--- src/rtl/core/timestamped_log_ring_buffer_top_assert.svh ---
// Assertion macros shared by the log ring buffer modules.
// Expects clk_i and rst_ni in the scope of each use.
`ifndef TIMESTAMPED_LOG_RING_BUFFER_TOP_ASSERT_SVH
`define TIMESTAMPED_LOG_RING_BUFFER_TOP_ASSERT_SVH

// Same-cycle implication.
`define TLRB_ASSERT_IMP(lbl, ante, cons, msg) \
  lbl: assert property (@(posedge clk_i) disable iff (!rst_ni) (ante) |-> (cons)) \
    else $error(msg);

// Next-cycle implication.
`define TLRB_ASSERT_NEXT(lbl, ante, cons, msg) \
  lbl: assert property (@(posedge clk_i) disable iff (!rst_ni) (ante) |=> (cons)) \
    else $error(msg);

// Condition that must never hold.
`define TLRB_ASSERT_NEVER(lbl, cond, msg) \
  lbl: assert property (@(posedge clk_i) disable iff (!rst_ni) !(cond)) \
    else $error(msg);

`endif

--- src/rtl/core/tlrb_pkg.sv ---
// Types, constants and helper functions of the log ring buffer.
// No dependencies; imported by every module of the block but tlrb_ram.
`default_nettype none

package tlrb_pkg;

  // Ring depth; must be a power of two (slot is the low sequence bits).
  localparam int LOG_DEPTH   = 8192;
  localparam int LOG_AW      = $clog2(LOG_DEPTH);
  localparam int MAX_READ    = 64;
  localparam int QUEUE_DEPTH = 2;
  localparam int QUEUE_AW    = $clog2(QUEUE_DEPTH);
  localparam int QUEUE_CW    = $clog2(QUEUE_DEPTH + 1);

  localparam logic [31:0] LOG_DEPTH_W = 32'(LOG_DEPTH);
  localparam logic [6:0]  MAX_READ_W  = 7'(MAX_READ);

  // Operation codes
  localparam logic OP_WRITE = 1'b0;
  localparam logic OP_READ  = 1'b1;

  // Characters
  localparam logic [7:0] CH_OPEN    = 8'h5B;
  localparam logic [7:0] CH_CLOSE   = 8'h5D;
  localparam logic [7:0] CH_ZERO    = 8'h30;
  localparam logic [7:0] CH_NEWLINE = 8'h0A;

  localparam logic [4:0] CONV_LAST  = 5'd31;
  localparam logic [2:0] STAMP_LAST = 3'd6;

  typedef struct packed {
    logic        operation;
    logic [7:0]  byte_in;
    logic [31:0] time_ms;
    logic [31:0] from_seq;
    logic [6:0]  max_bytes;
  } cmd_t;

  typedef struct packed {
    logic [7:0]  out_byte;
    logic [31:0] byte_seq;
    logic        byte_valid;
    logic [31:0] next_seq;
    logic        last;
  } res_t;

  // Classified item between front and back. digits[4] is the ten-thousands digit.
  typedef struct packed {
    logic            op;
    logic [7:0]      byte_in;
    logic            stamp;
    logic [4:0][3:0] digits;
    logic [31:0]     from_seq;
    logic [6:0]      limit;
  } q_entry_t;

  typedef struct packed {
    logic full;
    logic empty;
  } q_status_t;

  // Subtrahend of one conversion step. Steps 0..15 reduce modulo 100000
  // (100000 shifted by 15 down to 0); steps 16..31 take out four decimal
  // digits, four binary weights each (8c, 4c, 2c, c).
  function automatic logic [31:0] conv_sub(input logic [4:0] step);
    logic [31:0] w;
    begin
      if (!step[4]) begin
        w = 32'd100000 << (~step[3:0]);
      end else begin
        case (step[3:2])
          2'd0:    w = 32'd10000;
          2'd1:    w = 32'd1000;
          2'd2:    w = 32'd100;
          default: w = 32'd10;
        endcase
        w = w << (~step[1:0]);
      end
      conv_sub = w;
    end
  endfunction

endpackage

`default_nettype wire

--- src/rtl/core/tlrb_queue.sv ---
// Two-entry queue of classified items between front and back.
// Depends on tlrb_pkg.
`default_nettype none

module tlrb_queue import tlrb_pkg::*; (
  input  wire logic     clk_i,
  input  wire logic     rst_ni,
  input  wire logic     push_i,
  input  wire q_entry_t data_i,
  input  wire logic     pop_i,
  output q_entry_t      head_o,
  output q_status_t     status_o
);

  q_entry_t              mem_q [QUEUE_DEPTH];
  logic [QUEUE_AW-1:0]   wptr_q, wptr_d;
  logic [QUEUE_AW-1:0]   rptr_q, rptr_d;
  logic [QUEUE_CW-1:0]   cnt_q, cnt_d;

  always_comb begin
    wptr_d = wptr_q;
    rptr_d = rptr_q;
    cnt_d  = cnt_q;
    if (push_i) begin
      wptr_d = wptr_q + QUEUE_AW'(1);
    end
    if (pop_i) begin
      rptr_d = rptr_q + QUEUE_AW'(1);
    end
    case ({push_i, pop_i})
      2'b10:   cnt_d = cnt_q + QUEUE_CW'(1);
      2'b01:   cnt_d = cnt_q - QUEUE_CW'(1);
      default: cnt_d = cnt_q;
    endcase
  end

  always_ff @(posedge clk_i or negedge rst_ni) begin
    if (!rst_ni) begin
      wptr_q <= '0;
      rptr_q <= '0;
      cnt_q  <= '0;
    end else begin
      wptr_q <= wptr_d;
      rptr_q <= rptr_d;
      cnt_q  <= cnt_d;
    end
  end

  always_ff @(posedge clk_i) begin
    if (push_i) begin
      mem_q[wptr_q] <= data_i;
    end
  end

  assign head_o         = mem_q[rptr_q];
  assign status_o.full  = (cnt_q == QUEUE_CW'(QUEUE_DEPTH));
  assign status_o.empty = (cnt_q == '0);

  `include "timestamped_log_ring_buffer_top_assert.svh"

  `TLRB_ASSERT_NEVER(a_push_full, push_i && status_o.full, "push into full queue")
  `TLRB_ASSERT_NEVER(a_pop_empty, pop_i && status_o.empty, "pop from empty queue")
  `TLRB_ASSERT_NEXT(a_cnt_up, push_i && !pop_i, cnt_q == $past(cnt_q) + QUEUE_CW'(1), "queue count did not advance")

endmodule

`default_nettype wire

--- config.mk ---
export PLATFORM = sky130hd
export DESIGN_NAME = tlrb_queue
export DESIGN_NICKNAME = d
export VERILOG_FILES = /design/src/rtl/core/tlrb_pkg.sv /design/src/rtl/core/tlrb_queue.sv
export VERILOG_INCLUDE_DIRS = /design/src /design/src/rtl/core
export SDC_FILE = /design/constraint.sdc
export NUM_CORES = 1
export LEC_CHECK = 0
export BUFFER_PORTS_ARGS = -buffer_cell sky130_fd_sc_hd__clkbuf_2
export CAP_MARGIN = 20
export CELL_PAD_IN_SITES_DETAIL_PLACEMENT = 0
export CELL_PAD_IN_SITES_GLOBAL_PLACEMENT = 2
export CORE_ASPECT_RATIO = 1.25
export CORE_UTILIZATION = 42
export CTS_CLUSTER_DIAMETER = 150
export DETAILED_ROUTE_END_ITERATION = 10
export PLACE_DENSITY_LB_ADDON = 0.25
export SLEW_MARGIN = 25
export SYNTH_ARGS = -nofsm -noshare
export SYNTH_HDL_FRONTEND = slang
export SYNTH_SLANG_ARGS = --single-unit
--- constraint.sdc ---
create_clock -name clk_i -period 6.4 [get_ports clk_i]
set_input_delay 1.6 -clock clk_i [delete_from_list [all_inputs] [get_ports clk_i]]
set_output_delay 1.6 -clock clk_i [all_outputs]
set_load 0.01 [all_outputs]
Word level (Yosys, flattened, before mapping)
Memories as Yosys holds them, arrays and structs flattened.
Cells that the tools add are included.
{ "word_totals": {"ff_bits": 4, "ram_bits": 138, "in_bits": 73, "out_inout_bits": 71, "word_cells": 16, "memories": 1} }
{ "memory_table": {"columns": ["name", "words", "width", "rd", "rd_ports_with_merged_regs", "wr", "line", "source"], "rows": [
  ["mem_q", 2, 69, 1, 0, 1, "tlrb_queue.sv:15", "q_entry_t mem_q [QUEUE_DEPTH];"]
]} }
{ "op_classes": {"add_sub_neg": 4, "n_eq_ne": 3, "n_mux": 3, "reduce_logical": 2} }
{ "op_table": {"columns": ["operator", "n"], "rows": [
  ["$eq 2x2->1 const B", 2],
  ["$pmux 2 s2", 1],
  ["$add 1x1->1 const B", 2],
  ["$add 2x1->2 const B", 1],
  ["$eq 2x1->1 const B", 1],
  ["$logic_not 2->1", 1],
  ["$mux 1", 2],
  ["$reduce_bool 2->1", 1],
  ["$sub 2x1->2 const B", 1]
]} }

Logic depth before layout (Yosys ltp)
Gate-level depths: netlist of the first run.
{ "depth": {"ltp_word": 2, "ltp_mapped": 5, "mapped_depth_nobuf": 5} }

Worst setup path after synthesis of the first run
Ideal clock, no wire load.
{ "synth_timing": {"path_type": "input-to-reg", "from": "input push_i", "to": "memory mem_q[0][0] (netlist bit), enable pin", "setup_ns": 0.498, "arrival_ns": 4.552, "required_ns": 5.902, "setup_slack_ns": 1.350, "path_stages": 2, "n_path_buf": 0, "cell_sequence": "inv_1 nor2_1"} }
{ "synth_between": {"elab_chain_cells": 2} }
{ "synth_lines": {"columns": ["element", "line", "source"], "rows": [
  ["start, declared", "tlrb_queue.sv:8", "input wire logic push_i,"],
  ["$mux 1", "tlrb_queue.sv:50", "if (push_i) begin"],
  ["$mux 1 (not written as such)", "tlrb_queue.sv:51", "mem_q[wptr_q] <= data_i;"],
  ["end, declared", "tlrb_queue.sv:15", null]
]} }
No other way between the ends.

==> results_tabular.tex, run 1 <==
\begin{tabular}{lr}
\hline
Metric & Value \\
\hline
\multicolumn{2}{l}{\textbf{Setup path}} \\
Total buffers and inverters traversed by the critical path & 2 \\
Startpoint of the worst register-to-register path & wptr\_q \\
Worst reg2reg path endpoint & mem\_q[0][55] \\
Crit. End Element & primary output \\
Critical Path Start Type & register \\
Largest stage delay, worst path & roughly 0.86 ns \\
Arrival time worst endpoint & $\sim$2.5 ns \\
Critical path peak fanout & 36 \\
Critical path type & register to primary output \\
Cell count of the worst reg-to-reg path & 2 \\
Critical Path Slowest Stage Cell & dfrtp\_4 \\
Required time at the endpoint of the critical path & about 4.8 ns \\
Critical Path, Cell by Cell & buf\_4, mux2\_4, clkbuf\_2 \\
Reg-to-reg slack, setup & between 4 and 5 ns \\
Instance count on the critical path & 3 \\
Top cell family by delay on the critical path & flip-flops \\
\multicolumn{2}{l}{\textbf{Logic synthesis}} \\
Flop and latch count out of synthesis & 142 \\
Instance count of the mapped netlist & 231 \\
Synthesized area per cell & approximately 24 µm² \\
Post-synthesis sequential area ratio & 0.7695 \\
Multiplexer area fraction after synthesis & 0.1878 \\
Cell area after synthesis & 5515 µm² \\
Most area-hungry cell type in the Yosys netlist & edfxtp\_1 \\
Dominant combinational cell family by area after synthesis & multiplexers \\
Arithmetic-cell share of the synthesized area counting full adders, half adders and majority gates & 0.002269 \\
Synth cell types & 12 \\
Post-synth top area share & 0.7514 \\
Warnings, synthesis & 0 \\
Compound-cell area share of the yosys netlist & 0 \\
Post-synthesis net count & between 300 and 400 \\
Synth Area in XOR/XNOR & 0.007940 \\
Area contributors post-synth & edfxtp\_1 (75\%), mux2\_4 (19\%), buf\_12 (2.5\%) \\
Simple logic cell fraction of the synthesized area & 0.004310 \\
\multicolumn{2}{l}{\textbf{Hold path}} \\
Startpoint of the lowest-slack hold path & cnt\_q[1] \\
Worst min-delay path class & register to register \\
Count of cells along the worst hold path & 1 \\
Endpoint, Worst Hold & cnt\_q[1] \\
\multicolumn{2}{l}{\textbf{Clock tree}} \\
Clock tree buffer depth & 2 \\
\# clock sinks & between 100 and 150 \\
Max H-tree Level & 4 \\
CTS tree & done \\
CTS Hold Buffers Added & 0 \\
Cell at the root of the clock tree & clkbuf\_16 \\
Cts bufs inserted & 17 \\
Worst-path clk slew & 0.06 ns \\
Number of gates given a new drive strength after cts & 0 \\
Setup Fix Bufs, Post-CTS & 0 \\
Clock Latency Late Sink & 0.41 ns \\
\multicolumn{2}{l}{\textbf{Layout}} \\
FILL cells & about 1000 \\
Fraction of final layout cells with drive strength greater than 1 & 0.6075 \\
Relative area change from synthesis to final layout & 24.73\% \\
Final Net Count & 461 \\
\multicolumn{2}{l}{\textbf{Detailed routing}} \\
Post-route ant nets & 0 \\
Routed wire length per instance & 16.09 µm \\
Remaining design rule violation count & 0 \\
Total Routed Length & roughly 9200 µm \\
Violation count after the first detailed-routing iteration & 67 \\
DR vias & between 2000 and 3000 \\
Vias per cell & approximately 4.6 \\
Detailed-router iteration count before antenna repair & 4 \\
\multicolumn{2}{l}{\textbf{STA}} \\
Final Hold Viols & 0 \\
Fraction of the cycle the final worst path needs & 0.6333 \\
Final setup violation count & 0 \\
Sum Neg Setup Slack & 0 ns \\
Final hold slack & between 0.4 and 0.5 ns \\
Worst-margin pin slew & just under 1 ns \\
Remaining max-slew budget at the tightest pin & 0.3458 \\
Worst setup margin & 2.347 ns \\
Worst clock skew on the final layout & roughly 0.0065 ns \\
Final Critical Period & a little over 4 ns \\
Max Transition Viols Final & 0 \\
Setup repair after global routing missed its margin & false \\
Max Freq & 0.2467 GHz \\
\multicolumn{2}{l}{\textbf{Job}} \\
\# Max-Cap Violations & 0 \\
\multicolumn{2}{l}{\textbf{Power and ir drop}} \\
Total Power & 3.137 mW \\
Pwr per Cell Area & around 460 nW/µm² \\
Peak ir drop on the vdd network & 248.7 µV \\
Leak pwr & 2.818 nW \\
\multicolumn{2}{l}{\textbf{Place}} \\
\# port buffers & approximately 140 \\
Routability-driven placement congestion ratio & around 0.66 \\
Detailed placement HPWL & approximately 6000 µm \\
Worst slack after detailed placement & about 2.7 ns \\
\multicolumn{2}{l}{\textbf{GRT}} \\
Number of antenna violations at the first check in global routing & 2 \\
Aggregate global routing overflow & 0 \\
Maximum number of pins on one net before global-route repair & 70 \\
Wire length of the first global-routing pass & 13410 µm \\
Overall global routing resource usage & 0.1389 \\
Via count of the first global-routing pass & 2535 \\
\multicolumn{2}{l}{\textbf{Floorplan}} \\
Row Count & 46 \\
Total die area & around 14000 µm² \\
Horiz. Die Dim & approximately 100 µm \\
I/O pin count & about 140 \\
Area inside the core boundary & approximately 13000 µm² \\
Starting density of the core & 0.4336 \\
Die Y & between 100 and 150 µm \\
\multicolumn{2}{l}{\textbf{Outcome}} \\
Run status & finished, final reports clean \\
\hline
\end{tabular}
[per-stage QoR]
step / std cells / utilization / instance area [µm²]
after global routing: 568 / 0.5406 / 6877
final: 569 / 0.5408 / 6879
after detailed placement: 536 / 0.4968 / 6319
after floorplan: 231 / - / 5515
after CTS: 568 / 0.5406 / 6877
after global placement: 536 / 0.4968 / 6319
[worst max-delay path by stage]
stage	slack [ns]	to	start
after global routing	2.19	head_o[28]	rptr_q
after CTS	2.27	head_o[68]	rptr_q
after floorplan	1.35	mem_q[0][0]	push_i
after detailed placement	2.71	head_o[68]	rptr_q
final	2.35	head_o[67]	rptr_q
after global placement	2.72	head_o[68]	rptr_q
[where the power goes]
group	internal (mW)	switching, mW
Sequential	1.24	0.110
Combinational	0.471	0.400
Clock	0.571	0.347
[cell usage after synthesis (all sizes together)]
| cell | number |
|---|---|
| nor2b | 1 |
| xor2 | 3 |
| edfxtp | 138 |
| xnor2 | 2 |
| ha | 1 |
| dfrtp | 4 |
| mux2 | 69 |
| and2 | 1 |
| buf | 8 |
| nor2 | 3 |
| inv | 1 |
[cell type report]
type | count | area, µm² | area share
flip-flops and latches | 142 | 4248 | 0.6175
well taps | 168 | 210.2 | 0.03056
repair buffers | 145 | 730.7 | 0.1062
diodes | 1 | 2.502 | 0.0003638
multi-input cells | 80 | 1126 | 0.1637
inverters | 1 | 3.754 | 0.0005457
clock inverters | 11 | 117.6 | 0.01710
clock buffers | 21 | 440.4 | 0.06402
[placed cells by master (no fill, tap or decap), types with 2 or more instances in the layout]
master and count:
clkinv_2 2, nor2_1 2, clkbuf_1 4, clkbuf_16 17
edfxtp_1 138, clkinv_1 2, clkinvlp_4 3, xnor2_1 2
clkbuf_2 143, mux2_4 69, xor2_1 3, bufinv_16 2
buf_4 2, dfrtp_1 3
[flip-flops by register name, indices dropped and copies added, names as in the netlist]
signal,count
wptr_q,1
rptr_q,1
mem_q,138
cnt_q,2
[layer usage]
metal,up-vias,track usage,share of wire
met3,9,0.06044,0.060
met1,1305,0.1465,0.39
met5,-,0,0.0019
met2,78,0.2439,0.54
li1,1227,-,-
met4,2,0.05798,0.012
[cells by family after synthesis]
| logic type | Yosys count |
|---|---|
| XOR/XNOR | 5 |
| adder cells (fa/ha/maj) | 1 |
| buffers and inverters | 9 |
| flip-flops | 142 |
| multiplexers | 69 |
| AND/OR/NAND/NOR | 5 |
(Power assumes the default switching activity.)
==> run 2: changes to the inputs <==
--- a/config.mk
+++ b/config.mk
@@ -11,7 +11,7 @@
 export CELL_PAD_IN_SITES_DETAIL_PLACEMENT = 0
 export CELL_PAD_IN_SITES_GLOBAL_PLACEMENT = 2
 export CORE_ASPECT_RATIO = 1.25
-export CORE_UTILIZATION = 42
+export CORE_UTILIZATION = 39
 export CTS_CLUSTER_DIAMETER = 150
 export DETAILED_ROUTE_END_ITERATION = 10
 export PLACE_DENSITY_LB_ADDON = 0.25
==> constraint.sdc (replaced) <==
create_clock -name clk_i -period 3.8 [get_ports clk_i]
set_input_delay 0.95 -clock clk_i [delete_from_list [all_inputs] [get_ports clk_i]]
set_output_delay 0.95 -clock clk_i [all_outputs]
set_load 0.01 [all_outputs]
==> run 2 against run 1 <==
Compared with the run above: routed wire length is 0.86% higher; utilization fell by 3.2 points; sequential share of layout area down 1.3 points; worst setup slack lost 1.7 ns; power up 78%; via count fell by 0.76%; final cell count grew 1.4%; largest cell class unchanged.
==> results_tabular.tex, run 2 (same netlist as run 1, synthesis figures left out) <==
\begin{tabular}{lr}
\hline
Metric & Value \\
\hline
\multicolumn{2}{l}{\textbf{Outcome}} \\
Run status & finished, final reports clean \\
\multicolumn{2}{l}{\textbf{Clock tree}} \\
Max H-tree Level & 4 (unchanged) \\
CTS Hold Buffers Added & 0 (unchanged) \\
Clock Latency Late Sink & 0.41 ns (about the same) \\
Worst-path clk slew & 0.06 ns (about the same) \\
Cts bufs inserted & 17 (unchanged) \\
Number of gates given a new drive strength after cts & 0 (unchanged) \\
\# clock sinks & 142 (unchanged) \\
CTS tree & done \\
Cell at the root of the clock tree & clkbuf\_16 \\
Setup Fix Bufs, Post-CTS & 0 (unchanged) \\
Clock tree buffer depth & 2 (unchanged) \\
\multicolumn{2}{l}{\textbf{STA}} \\
Final Critical Period & 3.163 ns \\
Final Hold Viols & 0 (unchanged) \\
Max Transition Viols Final & 0 (unchanged) \\
Sum Neg Setup Slack & 0 ns (unchanged) \\
Worst-margin pin slew & 0.7791 ns (-0.2022 ns) \\
Final setup violation count & 0 (unchanged) \\
Setup repair after global routing missed its margin & false \\
Remaining max-slew budget at the tightest pin & 0.4806 (+0.1348) \\
Max Freq & roughly 0.32 GHz \\
Worst clock skew on the final layout & 0.004461 ns (-0.002017 ns) \\
Fraction of the cycle the final worst path needs & 0.8324 \\
\multicolumn{2}{l}{\textbf{Setup path}} \\
Cell count of the worst reg-to-reg path & 2 (unchanged) \\
Critical Path, Cell by Cell & buf\_4, mux2\_4, clkbuf\_2 \\
Total buffers and inverters traversed by the critical path & 2 (unchanged) \\
Launching instance or port of the critical path & rptr\_q \\
Crit. End Element & primary output \\
Required time at the endpoint of the critical path & 2.85 ns (-1.95 ns) \\
Top cell family by delay on the critical path & flip-flops \\
Critical path type & register to primary output \\
Worst reg2reg path endpoint & mem\_q[1][28] \\
Startpoint of the worst register-to-register path & wptr\_q \\
Largest stage delay, worst path & 0.93 ns (+0.07 ns) \\
Critical path peak fanout & 39 (+8.3\%) \\
Critical Path Slowest Stage Cell & dfrtp\_4 \\
Critical Path Start Type & register \\
Arrival time worst endpoint & 2.21 ns (-0.24 ns) \\
Reg-to-reg slack, setup & 2.27 ns (-2.17 ns) \\
\multicolumn{2}{l}{\textbf{Floorplan}} \\
Total die area & 14620 µm² (+7.6\%) \\
I/O pin count & 144 (unchanged) \\
Starting density of the core & 0.3993 (-0.03433) \\
Die Y & 135.0 µm (+3.7\%) \\
Area inside the core boundary & 13810 µm² (+8.6\%) \\
Row Count & 48 (+4.3\%) \\
Horiz. Die Dim & 108.4 µm (+3.7\%) \\
\multicolumn{2}{l}{\textbf{Detailed routing}} \\
Detailed-router iteration count before antenna repair & 4 (unchanged) \\
Vias per cell & 4.508 (-2.1\%) \\
DR vias & 2601 (-0.76\%) \\
Remaining design rule violation count & 0 (unchanged) \\
Total Routed Length & 9237 µm (+0.86\%) \\
Violation count after the first detailed-routing iteration & 89 (+33\%) \\
Routed wire length per instance & 16.01 µm (-0.54\%) \\
Post-route ant nets & 0 (unchanged) \\
\multicolumn{2}{l}{\textbf{Job}} \\
\# Max-Cap Violations & 0 (unchanged) \\
\multicolumn{2}{l}{\textbf{GRT}} \\
Wire length of the first global-routing pass & 14030 µm (+4.7\%) \\
Overall global routing resource usage & 0.1354 (-0.003452) \\
Via count of the first global-routing pass & 2762 (+9.0\%) \\
Number of antenna violations at the first check in global routing & 2 (unchanged) \\
Aggregate global routing overflow & 0 (unchanged) \\
Maximum number of pins on one net before global-route repair & 70 (unchanged) \\
\multicolumn{2}{l}{\textbf{Layout}} \\
Most common cell after layout, fill and taps aside & clkbuf\_2 \\
Number of flip-flops under the largest register name & 138 (unchanged) \\
Fraction of final layout cells with drive strength greater than 1 & 0.6185 (+0.01095) \\
Final Net Count & 464 (+0.65\%) \\
Largest registers & mem\_q (138), cnt\_q (2) \\
Most used cells in the layout excluding fill and tap cells & clkbuf\_2 (143), edfxtp\_1 (138), mux2\_4 (69) \\
Final Instance Area & 7025 µm² (+2.1\%) \\
Relative area change from synthesis to final layout & 27.38\% \\
Largest register by flop count & mem\_q \\
\multicolumn{2}{l}{\textbf{Place}} \\
Total placed instance area & 6355 µm² (+0.57\%) \\
Detailed placement HPWL & 6006 µm (+0.79\%) \\
\# port buffers & 143 (unchanged) \\
Routability-driven placement congestion ratio & 0.6784 (+2.6\%) \\
\multicolumn{2}{l}{\textbf{Hold path}} \\
Worst min-delay path class & input pin to asynchronous set/reset pin \\
\multicolumn{2}{l}{\textbf{Power and ir drop}} \\
Pwr per Cell Area & 793.5 nW/µm² (+74\%) \\
Peak ir drop on the vdd network & 322.2 µV (+30\%) \\
Leak pwr & 2.892 nW (+2.6\%) \\
\hline
\end{tabular}
-- run 2: worst max-delay path by stage --
stage | to | slack [ns] | depth (start not counted)
CTS | head_o[45] | 0.59 | 3
floorplan | mem_q[0][0] | 0.60 | 2
global route | head_o[38] | 0.55 | 3
detailed placement | head_o[45] | 1.06 | 3
finish | head_o[45] | 0.64 | 3
global placement | head_o[44] | 1.09 | 3
-- run 2: layout make-up --
type                    count  area [µm²]
fillers                  1195        6788
flip-flops and latches    142        4248
multi-input cells          80        1126
repair buffers            148       778.2
clock buffers              18       429.2
clock inverters            12       219.0
well taps                 175       219.0
inverters                   1       3.754
diodes                      1       2.502
-- run 2: routing by layer --
| metal | wire, µm | vias up | share of wire | GRT usage |
|---|---|---|---|---|
| li1 | - | 1231 | - | - |
| met1 | 3368 | 1281 | 0.36 | 0.1347 |
| met2 | 5190 | 79 | 0.56 | 0.2449 |
| met3 | 525 | 8 | 0.057 | 0.05212 |
| met5 | 13 | - | 0.0014 | 0 |
| met4 | 139 | 2 | 0.015 | 0.06306 |
-- run 2: through the flow --
stage	std cells	power [mW]	utilization	worst slack [ns]	hold WS, ns
global placement	545	3.812	0.4601	1.091	0.4711
global route	576	5.832	0.5084	0.5468	0.3238
CTS	575	5.659	0.5070	0.5927	0.3249
floorplan	231	3.445	-	0.5965	0.4563
finish	577	5.574	0.5086	0.6370	0.3420
detailed placement	545	3.840	0.4601	1.055	0.4838
-- run 2: report_power, final --
group / leakage, nW / switching [mW] / internal, mW
combinational: 1.24 / 0.666 / 0.828
sequential: 1.34 / 0.203 / 2.08
clock: 0.313 / 0.575 / 1.22
