[src/rtl/core/timestamped_log_ring_buffer_top_assert.svh]
// Assertion macros shared by the log ring buffer modules.
// Expects clk_i and rst_ni in the scope of each use.
`ifndef TIMESTAMPED_LOG_RING_BUFFER_TOP_ASSERT_SVH
`define TIMESTAMPED_LOG_RING_BUFFER_TOP_ASSERT_SVH

// Same-cycle implication.
`define TLRB_ASSERT_IMP(lbl, ante, cons, msg) \
  lbl: assert property (@(posedge clk_i) disable iff (!rst_ni) (ante) |-> (cons)) \
    else $error(msg);

// Next-cycle implication.
`define TLRB_ASSERT_NEXT(lbl, ante, cons, msg) \
  lbl: assert property (@(posedge clk_i) disable iff (!rst_ni) (ante) |=> (cons)) \
    else $error(msg);

// Condition that must never hold.
`define TLRB_ASSERT_NEVER(lbl, cond, msg) \
  lbl: assert property (@(posedge clk_i) disable iff (!rst_ni) !(cond)) \
    else $error(msg);

`endif

[src/rtl/core/tlrb_pkg.sv]
// Types, constants and helper functions of the log ring buffer.
// No dependencies; imported by every module of the block but tlrb_ram.
`default_nettype none

package tlrb_pkg;

  // Ring depth; must be a power of two (slot is the low sequence bits).
  localparam int LOG_DEPTH   = 8192;
  localparam int LOG_AW      = $clog2(LOG_DEPTH);
  localparam int MAX_READ    = 64;
  localparam int QUEUE_DEPTH = 2;
  localparam int QUEUE_AW    = $clog2(QUEUE_DEPTH);
  localparam int QUEUE_CW    = $clog2(QUEUE_DEPTH + 1);

  localparam logic [31:0] LOG_DEPTH_W = 32'(LOG_DEPTH);
  localparam logic [6:0]  MAX_READ_W  = 7'(MAX_READ);

  // Operation codes
  localparam logic OP_WRITE = 1'b0;
  localparam logic OP_READ  = 1'b1;

  // Characters
  localparam logic [7:0] CH_OPEN    = 8'h5B;
  localparam logic [7:0] CH_CLOSE   = 8'h5D;
  localparam logic [7:0] CH_ZERO    = 8'h30;
  localparam logic [7:0] CH_NEWLINE = 8'h0A;

  localparam logic [4:0] CONV_LAST  = 5'd31;
  localparam logic [2:0] STAMP_LAST = 3'd6;

  typedef struct packed {
    logic        operation;
    logic [7:0]  byte_in;
    logic [31:0] time_ms;
    logic [31:0] from_seq;
    logic [6:0]  max_bytes;
  } cmd_t;

  typedef struct packed {
    logic [7:0]  out_byte;
    logic [31:0] byte_seq;
    logic        byte_valid;
    logic [31:0] next_seq;
    logic        last;
  } res_t;

  // Classified item between front and back. digits[4] is the ten-thousands digit.
  typedef struct packed {
    logic            op;
    logic [7:0]      byte_in;
    logic            stamp;
    logic [4:0][3:0] digits;
    logic [31:0]     from_seq;
    logic [6:0]      limit;
  } q_entry_t;

  typedef struct packed {
    logic full;
    logic empty;
  } q_status_t;

  // Subtrahend of one conversion step. Steps 0..15 reduce modulo 100000
  // (100000 shifted by 15 down to 0); steps 16..31 take out four decimal
  // digits, four binary weights each (8c, 4c, 2c, c).
  function automatic logic [31:0] conv_sub(input logic [4:0] step);
    logic [31:0] w;
    begin
      if (!step[4]) begin
        w = 32'd100000 << (~step[3:0]);
      end else begin
        case (step[3:2])
          2'd0:    w = 32'd10000;
          2'd1:    w = 32'd1000;
          2'd2:    w = 32'd100;
          default: w = 32'd10;
        endcase
        w = w << (~step[1:0]);
      end
      conv_sub = w;
    end
  endfunction

endpackage

`default_nettype wire

[src/rtl/core/tlrb_front.sv]
// Front end: takes commands, tracks line starts, saturates the read limit
// and converts the time stamp to five decimal digits. Depends on tlrb_pkg.
`default_nettype none

module tlrb_front import tlrb_pkg::*; (
  input  wire logic      clk_i,
  input  wire logic      rst_ni,
  input  wire logic      start_i,
  input  wire cmd_t      cmd_i,
  output logic           busy_o,
  input  wire q_status_t status_i,
  output logic           push_o,
  output q_entry_t       entry_o
);

  logic        hold_q, hold_d;
  logic        conv_q, conv_d;
  logic        stamp_q, stamp_d;
  logic [4:0]  step_q, step_d;
  logic [31:0] rem_q, rem_d;
  q_entry_t    ent_q, ent_d;

  logic        accept;
  logic [31:0] sub;
  logic        ge;
  logic [2:0]  dig_idx;
  logic [1:0]  bit_idx;

  assign push_o  = hold_q & ~conv_q & ~status_i.full;
  assign busy_o  = hold_q & ~push_o;
  assign accept  = start_i & ~busy_o;
  assign entry_o = ent_q;

  assign sub     = conv_sub(step_q);
  assign ge      = (rem_q >= sub);
  assign dig_idx = 3'd4 - {1'b0, step_q[3:2]};
  assign bit_idx = ~step_q[1:0];

  always_comb begin
    hold_d  = hold_q;
    conv_d  = conv_q;
    stamp_d = stamp_q;
    step_d  = step_q;
    rem_d   = rem_q;
    ent_d   = ent_q;

    // One compare and subtract per step
    if (hold_q && conv_q) begin
      if (ge) begin
        rem_d = rem_q - sub;
      end
      if (step_q[4]) begin
        ent_d.digits[dig_idx][bit_idx] = ge;
      end
      step_d = step_q + 5'd1;
      if (step_q == CONV_LAST) begin
        conv_d           = 1'b0;
        ent_d.digits[0]  = rem_d[3:0];
      end
    end

    if (push_o) begin
      hold_d = 1'b0;
    end

    if (accept) begin
      hold_d         = 1'b1;
      ent_d.op       = cmd_i.operation;
      ent_d.byte_in  = cmd_i.byte_in;
      ent_d.from_seq = cmd_i.from_seq;
      ent_d.limit    = (cmd_i.max_bytes > MAX_READ_W) ? MAX_READ_W : cmd_i.max_bytes;
      ent_d.digits   = '0;
      ent_d.stamp    = (cmd_i.operation == OP_WRITE) & stamp_q;
      rem_d          = cmd_i.time_ms;
      step_d         = '0;
      conv_d         = (cmd_i.operation == OP_WRITE) & stamp_q;
      if (cmd_i.operation == OP_WRITE) begin
        stamp_d = (cmd_i.byte_in == CH_NEWLINE);
      end
    end
  end

  always_ff @(posedge clk_i or negedge rst_ni) begin
    if (!rst_ni) begin
      hold_q  <= 1'b0;
      conv_q  <= 1'b0;
      stamp_q <= 1'b1;
      step_q  <= '0;
    end else begin
      hold_q  <= hold_d;
      conv_q  <= conv_d;
      stamp_q <= stamp_d;
      step_q  <= step_d;
    end
  end

  always_ff @(posedge clk_i) begin
    rem_q <= rem_d;
    ent_q <= ent_d;
  end

endmodule

`default_nettype wire

[config.mk]
export PLATFORM = sky130hd
export DESIGN_NAME = tlrb_front
export DESIGN_NICKNAME = d
export VERILOG_FILES = /design/src/rtl/core/timestamped_log_ring_buffer_top_assert.svh /design/src/rtl/core/tlrb_pkg.sv /design/src/rtl/core/tlrb_front.sv
export SDC_FILE = /design/constraint.sdc
export NUM_CORES = 1
export LEC_CHECK = 0
export BUFFER_PORTS_ARGS = -buffer_cell sky130_fd_sc_hd__clkbuf_2
export CAP_MARGIN = 20
export CORE_ASPECT_RATIO = 0.75
export CORE_MARGIN = 1.5
export CORE_UTILIZATION = 50
export DETAILED_ROUTE_END_ITERATION = 10
export PLACE_DENSITY = 0.77
export SYNTH_ARGS = -nofsm -noshare
export SYNTH_HDL_FRONTEND = slang
export SYNTH_SLANG_ARGS = --single-unit
[constraint.sdc]
create_clock -name clk_i -period 9.27 [get_ports clk_i]
set_input_delay 0.927 -clock clk_i [delete_from_list [all_inputs] [get_ports clk_i]]
set_output_delay 0.927 -clock clk_i [all_outputs]
set_load 0.02 [all_outputs]
# Word-level counts from Yosys, hierarchy flattened
# Cells that the tools add are included.
# totals
ff_bits	109
input_bits	85
out_inout_bits	71
wordCells	77
# op_classes
addsub	3
order_cmp	6
eq_ne	4
shift	2
n_mux	20
n_bitwise	12
reduce_logical	14
# op_table
operator	count
$mux W32	5
$pmux W14 S3	1
$ge A32 B32 Y1	1
$shl A17 B4 Y32 const A	1
$shl A32 B2 Y32	1
$sub A32 B32 Y32	1
$bwmux W20	1
$demux W4 S3	1
$mux W4	3
$mux W5	2
$reduce_and A2 Y1	5
$reduce_bool A2 Y1	5
$eq A8 B4 Y1 const B	1
$gt A7 B7 Y1 const B	1
$mux W1	6
$add A5 B1 Y5 const B	1
$and A1 B1 Y1	5
$eq A5 B5 Y1 const B	1
$not A1 Y1	5
$lt A3 B4 Y1 const B	1
$not A4 Y4	1
$ge A3 B1 Y1 const B	1
$logic_and A1 B1 Y1	3
$lt A2 B3 Y1 const B	1
7 further kinds	7

# Depth between registers and ports, before layout
# Gate-level depths: netlist (run 1).
# logic_depth
ltp_word	10
ltp_mapped	19
ltp_nobuf	16

# Worst setup path after synthesis (run 1)
# No wires, ideal clock.
# synth_path
kind	reg-to-reg
start	register step_q[3]
end	register rem_q[10], enable pin
setup_time_ps	452
t_arrival_ps	5638
required_time_ps	8818
slack_ps	3180
path_stages_with_launch	20
period_less_slack_ps	6090
path_cell_list	dfrtp_1 > clkbuf_1 > inv_1 > clkbuf_1 > ha_1 > clkbuf_1 > nand3_1 > o31ai_1 > a21oi_1 > ha_1 > buf_2 > nand2_2 > or3_4 > nor2_2 > a21oi_1 > and3_4 > o21ba_4 > buf_6 > buf_6 > o21ai_0
# synth_between
elab_chain_cells	8
# synth_rtl
item	line_no	rtl
from (decl)	tlrb_front.sv:19	logic [4:0] step_q, step_d;
from (signal assigned)	tlrb_front.sv:93	step_q <= step_d;
$eq A2 B2 Y1 (tied with other cells)	tlrb_pkg.sv:71	case (step[3:2])
$pmux W14 S3	tlrb_pkg.sv:71	
$mux W32	tlrb_pkg.sv:68	if (!step[4]) begin
$shl A32 B2 Y32	tlrb_pkg.sv:77	w = w << (~step[1:0]);
$mux W32 (*)	tlrb_pkg.sv:68	
$ge A32 B32 Y1 (*)	tlrb_front.sv:35	assign ge = (rem_q >= sub);
$reduce_bool A2 Y1 (no line) (*)	--	
$reduce_and A2 Y1 (no line) (*)	--	
to (signal assigned)	tlrb_front.sv:98	rem_q <= rem_d;
to (decl)	tlrb_front.sv:20	logic [31:0] rem_q, rem_d;
# Mark *: on every way between the ends. The rest lies on a longest branch, timed or not. The select of a mux whose other input is x is not followed.
# A chain may end at the register's enable or synchronous reset.

# Worst setup path in the final report (run 1)
# layout_path
start	register step_q[3]
end	register rem_q[26], enable pin
# Same word-level chain as after synthesis.

==> impl_metrics.env, run 1 <==
export IMPL_fp_dieW_um=139
export IMPL_outcome="finished, violations left"
export IMPL_violations="DRC"
export IMPL_synth_area_um2=6950
export IMPL_clk_pin_slew_worst_paths_ns=0.09
export IMPL_cts_max_level=3
export IMPL_critical_path_class="reg2reg"
export IMPL_synthFlopType="edfxtp_1"
export IMPL_postSynthAreaPerCell_um2=10.1
export IMPL_antenna_found_initial=0
export IMPL_synthCells=687
export IMPL_highest_layer="met4"
export IMPL_die_h_um=105
export IMPL_wl_per_cell_um=17.7
export IMPL_skew_ns=0.0126
export IMPL_grt_pass1_wl_mm=27.3
export IMPL_setup_viol=0
export IMPL_final_setup_tns_ns=0
export IMPL_overflow=0
export IMPL_cts_resized=0
export IMPL_fmax_mhz=188
export IMPL_antenna_cells=0
export IMPL_grt_use_total_pct=23.6
export IMPL_hold_viol=0
export IMPL_dp_hpwl_mm=12.6
export IMPL_cp_max_fo=40
export IMPL_layout_nets=941
export IMPL_synth_net_count=821
export IMPL_grt_pass1_vias=5173
export IMPL_fillers=1168
export IMPL_num_io_pins=156
export IMPL_ctsHoldBuffers=0
export IMPL_crit_chain="inv_1, ha_1, or2_2, mux4_2, a22oi_1, ha_1, nand3_1, o21bai_1, a21oi_1, o21ai_1, and3_4, o21ba_4, o21ai_2, buf_4"
export IMPL_slew_viol_final=0
export IMPL_dieArea_um2=14600
export IMPL_met1_length_mm=8.37
export IMPL_wl_mm=17.5
export IMPL_rsz0062_at_grt="no"
export IMPL_ant_nets=0
export IMPL_cp_start_kind="register"
export IMPL_ys_seq_elements=109
export IMPL_initial_core_util_pct=50.9
export IMPL_grt_max_degree=72
export IMPL_wl_met2_mm=7.62
export IMPL_clk_latency_ns=0.36
export IMPL_cap_violations=0
export IMPL_hold_worst_slack_ns=0.417
export IMPL_vias_per_cell=5.90
export IMPL_synth_cell_type_count=75
export IMPL_cts_buffers=9
export IMPL_crit_top_cell="ha_1"
export IMPL_crit_family="compound AO/OA/AOI/OAI gates"
export IMPL_cellPowerDensity_nw_per_um2=146
export IMPL_crit_path_max_incr_delay_ns=0.81
export IMPL_min_path_type="in2async"
export IMPL_wl_met3_mm=1.36
export IMPL_max_vdd_ir_drop_v=0.000103
export IMPL_cts_num_sinks=109
export IMPL_gp_congestion=0.937
export IMPL_r2r_setup_slack_ns=3.95
export IMPL_worst_pin_slew_ns=1.12
export IMPL_setup_worst_path_end_class="register"
export IMPL_cts_tree="done"
export IMPL_cts_setup_buffers=0
export IMPL_yosysSeqAreaShare_pct=43.6
export IMPL_drc=12
export IMPL_min_period_ns=5.32
export IMPL_num_rows=37
export IMPL_vias=5825
export IMPL_worst_path_max_delay_cell="dfrtp_1"
export IMPL_synth_edf_count=81
export IMPL_post_route_period_util_pct=57.4
export IMPL_leakage_uw=0.00337
export IMPL_drive_gt1_share_pct=25.9
export IMPL_slew_headroom_pct=25.1
export IMPL_drt_iter0_drc=584
export IMPL_firstDrtPassIters=10
export IMPL_io_buffers=154
export IMPL_clk_path_buf_depth=2
export IMPL_yosys_warnings=0
export IMPL_synthToLayoutAreaGrowth_pct=16.2
export IMPL_coreArea_um2=13700
export IMPL_worstPathArrival_ns=5.39
export IMPL_root_buffer="clkbuf_16"
export IMPL_async_flop_share_pct=7.34
export IMPL_crit_required_ns=9.34
export IMPL_path_buf_inv=2
## area by class of cell
cell class / count / area (um^2) / share of cell area, %
inverter: 16 / 62.6 / 0.774
sequential: 109 / 3030 / 37.6
multi-input combinational: 515 / 3660 / 45.3
clock inverter: 7 / 91.3 / 1.13
timing repair buffer: 156 / 786 / 9.73
tap: 175 / 219 / 2.71
clock buffer: 9 / 225 / 2.79
## per-stage QoR
step	worst slack (ns)	std cells	utilization (%)	total power (uW)	area, um^2
after global placement	4.18	971	56.8	775	7760
after global routing	3.73	987	59.2	1220	8080
final	3.95	987	59.2	1180	8080
after CTS	4.09	987	59.2	1180	8080
after floorplan	3.18	687	-	718	6950
after detailed placement	4.12	971	56.8	779	7760
## kinds of logic (layout without fill, tap and decap cells)
group,count (synthesis),count (layout),share of synthesized area [%]
mux,20,20,3.51
compound gates,216,216,22.1
buf+inv,63,188,3.78
simple gates,200,200,14.4
fa+ha+maj,49,49,8.82
xor+xnor,30,30,3.78
flops,109,109,43.6
## power by group
group	leakage (uW)	switching, uW	internal [uW]	total (uW)
logic	0.00217	130	80.1	210
registers	0.00105	8.58	553	562
clock network	0.000152	210	196	407
total	0.00337	349	830	1180
## sequential cells by signal, indices dropped and copies added (netlist names)
register / cells
conv_q: 1
entry_o: 69
hold_q: 1
rem_q: 32
stamp_q: 1
step_q: 5
## routing by layer
| layer | up-vias | global-route usage (%) |
|---|---|---|
| met3 | 14 | 4.17 |
| met1 | 2739 | 35.5 |
| li1 | 2824 | - |
| met4 | 0 | 4.79 |
| met2 | 248 | 35.7 |
| met5 | - | 0 |
## synthesized netlist by cell type, drive strengths merged (16+ instances only)
| master | instances | share of area (%) |
|---|---|---|
| inv | 16 | 0.86 |
| edfxtp | 81 | 35 |
| xnor2 | 18 | 2.3 |
| dfxtp | 20 | 5.8 |
| o21ai | 40 | 2.9 |
| clkbuf | 32 | 1.7 |
| nand2 | 79 | 4.3 |
| nand3 | 17 | 1.2 |
| a21oi | 57 | 4.1 |
| ha | 49 | 8.8 |
| nor2 | 30 | 1.9 |
| o31ai | 21 | 3.0 |
| a21o | 22 | 2.4 |
## cell usage in the layout (no fill, tap or decap), drive strengths merged, types with 8 or more instances in the layout
| cell type | count |
|---|---|
| clkbuf | 163 |
| edfxtp | 81 |
| nand2 | 79 |
| a21oi | 57 |
| ha | 49 |
| o21ai | 40 |
| nor2 | 30 |
| a21o | 22 |
| o31ai | 21 |
| dfxtp | 20 |
| inv | 20 |
| xnor2 | 18 |
| nand3 | 17 |
| a311oi | 15 |
| nor2b | 13 |
| mux2i | 12 |
| xor2 | 12 |
| nor3 | 11 |
| nand2b | 9 |
| a31oi | 9 |
| and2 | 9 |
| a211oi | 8 |
| a22o | 8 |
## path summary, 6_finish.rpt
| kind | endpoint | startpoint | cells past startpoint |
|---|---|---|---|
| worst max-delay path | rem_q[26]$_DFFE_PP_ | step_q[3]$_DFFE_PN0P_ | 14 |
| worst min-delay path | step_q[2]$_DFFE_PN0P_ | rst_ni | 1 |
| worst max register to register | rem_q[26]$_DFFE_PP_ | step_q[3]$_DFFE_PN0P_ | 14 |
| worst min register to register | stamp_q$_DFFE_PN1P_ | stamp_q$_DFFE_PN1P_ | 2 |
| max in group asynchronous | stamp_q$_DFFE_PN1P_ | rst_ni | 1 |
| min in group clk_i | stamp_q$_DFFE_PN1P_ | stamp_q$_DFFE_PN1P_ | 2 |
(Power assumes the default switching activity.)
==> inputs of run 2 (changes only) <==
Settings changed: PLACE_DENSITY 0.77 to 0.8.
Clock period 9.27 ns to 4.7 ns, I/O delays scaled along.
==> impl_metrics.env, run 2 (same netlist as run 1, synthesis figures left out) <==
export IMPL_worstPathArrival_ns=4.36
export IMPL_synthToLayoutAreaGrowth_pct=18.5
export IMPL_worst_pin_slew_ns=0.715
export IMPL_grt_pass1_wl_mm=28.3
export IMPL_initial_core_util_pct=50.9
export IMPL_clk_pin_slew_worst_paths_ns=0.08
export IMPL_total_power_uw=2340
export IMPL_cp_start_kind="register"
export IMPL_fmax_mhz=235
export IMPL_crit_chain="inv_1, ha_1, mux4_2, a22oi_1, ha_1, nand3_1, o21bai_1, nand2_1, a211oi_1, o31ai_1, a31oi_1, xor2_1, o31ai_2"
export IMPL_drc=9
export IMPL_dieArea_um2=14600
export IMPL_min_path_type="in2reg"
export IMPL_root_buffer="clkbuf_16"
export IMPL_antenna_found_initial=0
export IMPL_skew_ns=0.0102
export IMPL_coreArea_um2=13700
export IMPL_slew_viol_final=0
export IMPL_cp_max_fo=10
export IMPL_cellPowerDensity_nw_per_um2=284
export IMPL_overflow=0
export IMPL_outcome="finished, violations left"
export IMPL_post_route_period_util_pct=90.5
export IMPL_gp_congestion=0.912
export IMPL_layout_common_cells="154 x clkbuf_2, 81 x edfxtp_1, 78 x nand2_1"
export IMPL_fp_dieW_um=139
export IMPL_clk_latency_ns=0.36
export IMPL_slew_headroom_pct=52.2
export IMPL_drive_gt1_share_pct=27.4
export IMPL_vias_per_cell=5.89
export IMPL_cts_buffers=9
export IMPL_drt_iter0_drc=547
export IMPL_num_rows=37
export IMPL_multi_input_area_um2=3670
export IMPL_min_period_ns=4.25
export IMPL_cts_num_sinks=109
export IMPL_setup_viol=0
export IMPL_hold_viol=0
export IMPL_largest_reg_flops=69
export IMPL_wl_mm=18.0
export IMPL_vias=5927
export IMPL_grt_max_degree=96
export IMPL_max_vdd_ir_drop_v=0.000192
export IMPL_dp_hpwl_mm=13.3
export IMPL_wl_per_cell_um=17.9
export IMPL_antenna_cells=0
export IMPL_cts_tree="done"
export IMPL_crit_top_cell="ha_1"
export IMPL_final_setup_tns_ns=0
export IMPL_violations="DRC"
export IMPL_setup_worst_path_end_class="register"
export IMPL_crit_path_max_incr_delay_ns=0.55
export IMPL_io_buffers=154
export IMPL_grt_use_total_pct=24.3
export IMPL_critical_path_class="reg2reg"
export IMPL_layout_nets=960
export IMPL_fin_util_pct=60.3
export IMPL_fillers=1180
export IMPL_firstDrtPassIters=10
export IMPL_crit_required_ns=4.80
export IMPL_worst_path_max_delay_cell="dfrtp_1"
export IMPL_clk_path_buf_depth=2
export IMPL_leakage_uw=0.00347
export IMPL_cts_max_level=3
export IMPL_num_io_pins=156
export IMPL_die_h_um=105
export IMPL_rsz0062_at_grt="no"
export IMPL_cap_violations=0
export IMPL_ant_nets=0
export IMPL_grt_pass1_vias=5458
export IMPL_regArea_um2=3030
export IMPL_final_common_cell="clkbuf_2"
## run 2: worst paths after layout
kind	start	to	slack, ns	depth (start not counted)
max in group asynchronous	rst_ni	stamp_q$_DFFE_PN1P_	3.93	2
min in group asynchronous	rst_ni	step_q[1]$_DFFE_PN0P_	0.51	2
worst min register to register	stamp_q$_DFFE_PN1P_	stamp_q$_DFFE_PN1P_	0.51	2
worst max-delay path	step_q[2]$_DFFE_PN0P_	rem_q[20]$_DFFE_PP_	0.45	13
worst min-delay path	cmd_i[31]	entry_o[31]$_DFFE_PP_	0.28	1
worst max register to register	step_q[2]$_DFFE_PN0P_	rem_q[20]$_DFFE_PP_	0.45	13
## run 2: metal layers
layer  vias to the layer above  track usage (%)  share of wire (%)
li1                       2872                -                  -
met5                         -                0                  0
met2                       252             36.5                 44
met3                        34             4.03                8.0
met1                      2769             36.2                 46
met4                         0             6.46                1.7
## run 2: where the power goes
| group | leakage [uW] | switching (uW) | internal (uW) |
|---|---|---|---|
| combinational | 0.00227 | 259 | 165 |
| clock | 0.000154 | 421 | 391 |
| sequential | 0.00105 | 17.1 | 1090 |
| total | 0.00347 | 697 | 1650 |
## run 2: layout make-up
cell class	count	share of cell area, %
Timing Repair Buffer	175	11.4
Clock inverter	7	1.08
Clock buffer	9	2.73
Tap cell	175	2.66
Inverter	16	0.759
Sequential cell	109	36.8
Multi-Input combinational cell	515	44.5
## run 2: worst max-delay path: cells and delay by family (launching register included)
kind | cells | cell delay (ns)
buffers and inverters | 1 | 0.17
XOR/XNOR | 1 | 0.20
flip-flops | 1 | 0.55
multiplexers | 1 | 0.51
adder cells (fa/ha/maj) | 2 | 0.73
AND/OR/NAND/NOR | 2 | 0.27
AO/OA/AOI/OAI | 6 | 1.56
## run 2: metrics by stage
step / area (um^2) / std cells / hold slack (ns) / setup slack, ns
2_1_floorplan: 6970 / 687 / 0.174 / 0.167
3_3_place_gp: 7920 / 989 / 0.336 / 0.699
3_5_place_dp: 7920 / 989 / 0.334 / 0.573
4_1_cts: 8240 / 1006 / 0.274 / 0.534
5_1_grt: 8240 / 1006 / 0.266 / 0.231
6_report: 8240 / 1006 / 0.281 / 0.446
## run 2: repair_timing
action                    4_1_cts  5_1_grt
gates resized for setup         0        0
hold buffers                    1        0
hold endpoints to repair        7        0
setup buffers                   0        0
==> inputs of run 3 (changes only) <==
Settings changed: BUFFER_PORTS_ARGS -buffer_cell sky130_fd_sc_hd__clkbuf_2 to -buffer_cell sky130_fd_sc_hd__buf_2, CORE_MARGIN 1.5 to not set.
==> impl_metrics.env, run 3 (same netlist as run 1, synthesis figures left out) <==
export IMPL_ctsHoldBuffers=1
export IMPL_cts_tree="done"
export IMPL_largest_reg_flops=69
export IMPL_rsz0062_at_grt="no"
export IMPL_ant_nets=0
export IMPL_wl_per_cell_um=17.8
export IMPL_hold_viol=0
export IMPL_switching_power_uw=692
export IMPL_pwr_share_comb_pct=18.1
export IMPL_io_buffers=154
export IMPL_fmax_mhz=229
export IMPL_antenna_cells=0
export IMPL_p_int_uw=1640
export IMPL_clk_pin_slew_worst_paths_ns=0.08
export IMPL_firstDrtPassIters=8
export IMPL_cellPowerDensity_nw_per_um2=284
export IMPL_cap_violations=0
export IMPL_num_io_pins=156
export IMPL_vias_per_cell=5.90
export IMPL_drive_gt1_share_pct=27.0
export IMPL_grt_max_degree=73
export IMPL_place_ws_ns=0.504
export IMPL_layout_common_cells="154 x buf_2, 81 x edfxtp_1, 78 x nand2_1"
export IMPL_die_h_um=104
export IMPL_slew_viol_final=0
export IMPL_min_period_ns=4.38
export IMPL_crit_required_ns=4.83
export IMPL_cts_num_sinks=109
export IMPL_worstPathArrival_ns=4.50
export IMPL_cts_max_level=3
export IMPL_slew_headroom_pct=39.4
export IMPL_fin_util_pct=61.8
export IMPL_layout_nets=955
export IMPL_cts_resized=0
export IMPL_dp_hpwl_mm=13.1
export IMPL_wl_mm=17.8
export IMPL_coreArea_um2=13300
export IMPL_antenna_found_initial=0
export IMPL_power_frac_clock_pct=34.5
export IMPL_cp_max_fo=20
export IMPL_initial_core_util_pct=52.3
export IMPL_violations="DRC"
export IMPL_drt_iter0_drc=513
export IMPL_p_seq_share_pct=47.4
export IMPL_outcome="finished, violations left"
export IMPL_hold_worst_slack_ns=0.275
export IMPL_final_setup_tns_ns=0
export IMPL_skew_ns=0.00962
export IMPL_overflow=0
export IMPL_final_common_cell="buf_2"
export IMPL_min_path_type="in2reg"
export IMPL_setup_worst_path_end_class="register"
export IMPL_critical_path_class="reg2reg"
export IMPL_gp_congestion=0.939
export IMPL_fillers=1146
export IMPL_timing_final_ws_setup_ns=0.325
export IMPL_num_rows=36
export IMPL_vias=5886
export IMPL_dieArea_um2=14400
export IMPL_swShare_pct=29.7
export IMPL_cp_start_kind="register"
export IMPL_worst_pin_slew_ns=0.909
export IMPL_cts_setup_buffers=0
export IMPL_grt_pass1_wl_mm=28.2
export IMPL_grt_pass1_vias=5393
export IMPL_cts_buffers=9
export IMPL_total_power_uw=2330
export IMPL_leakage_uw=0.00344
export IMPL_post_route_period_util_pct=93.1
export IMPL_fp_dieW_um=138
export IMPL_synthToLayoutAreaGrowth_pct=18.1
export IMPL_clk_path_buf_depth=2
export IMPL_root_buffer="clkbuf_16"
export IMPL_max_vdd_ir_drop_v=0.000196
export IMPL_drc=24
export IMPL_clk_latency_ns=0.36
export IMPL_grt_use_total_pct=25.0
export IMPL_setup_viol=0
[run 3: cell type report]
type / count / area (um^2) / share of cell area [%]
Multi-Input combinational cell: 515 / 3670 / 44.7
Inverter: 16 / 62.6 / 0.762
Clock buffer: 9 / 225 / 2.74
Tap cell: 171 / 214 / 2.60
Sequential cell: 109 / 3030 / 36.9
Timing Repair Buffer: 170 / 918 / 11.2
Clock inverter: 7 / 91.3 / 1.11
[run 3: power by group through the flow]
stage	registers, uW	clock network [uW]	logic (uW)
after floorplan	1160	0	260
after global placement	1130	0	408
after detailed placement	1130	0	416
after CTS	1110	816	419
after global routing	1110	853	459
final	1110	806	423
[run 3: worst paths after layout]
path	start	to	slack, ns	cells past startpoint
worst min-delay path	cmd_i[36]	entry_o[36]$_DFFE_PP_	0.28	1
worst max register to register	step_q[3]$_DFFE_PN0P_	rem_q[31]$_DFFE_PP_	0.32	14
worst max-delay path	step_q[3]$_DFFE_PN0P_	rem_q[31]$_DFFE_PP_	0.32	14
max in group asynchronous	rst_ni	stamp_q$_DFFE_PN1P_	3.95	2
min in group asynchronous	rst_ni	step_q[3]$_DFFE_PN0P_	0.50	2
worst min register to register	stamp_q$_DFFE_PN1P_	stamp_q$_DFFE_PN1P_	0.50	2
[run 3: through the flow]
stage,cells,instance area [um^2]
6_report,997,8210
5_1_grt,997,8210
4_1_cts,997,8210
3_5_place_dp,980,7890
3_3_place_gp,980,7890
2_1_floorplan,687,6970
[run 3: critical path, stage by stage, from the launching register on]
cell      delay [ns]
dfrtp_1         0.38
buf_4           0.20
ha_1            0.23
or2_2           0.34
mux4_2          0.47
a22oi_1         0.35
ha_1            0.35
inv_1           0.08
a221oi_2        0.06
a32oi_1         0.47
o211ai_2        0.22
a311oi_2        0.43
o21ai_1         0.15
xor2_1          0.18
a22o_1          0.20
[run 3: metal layers]
layer | part of all wire [%] | wire length (um) | global-route usage, %
met1 | 46 | 8190 | 35.5
met2 | 43 | 7660 | 37.8
met3 | 9.1 | 1610 | 6.35
met4 | 1.6 | 290 | 6.74
met5 | 0 | 0 | 0
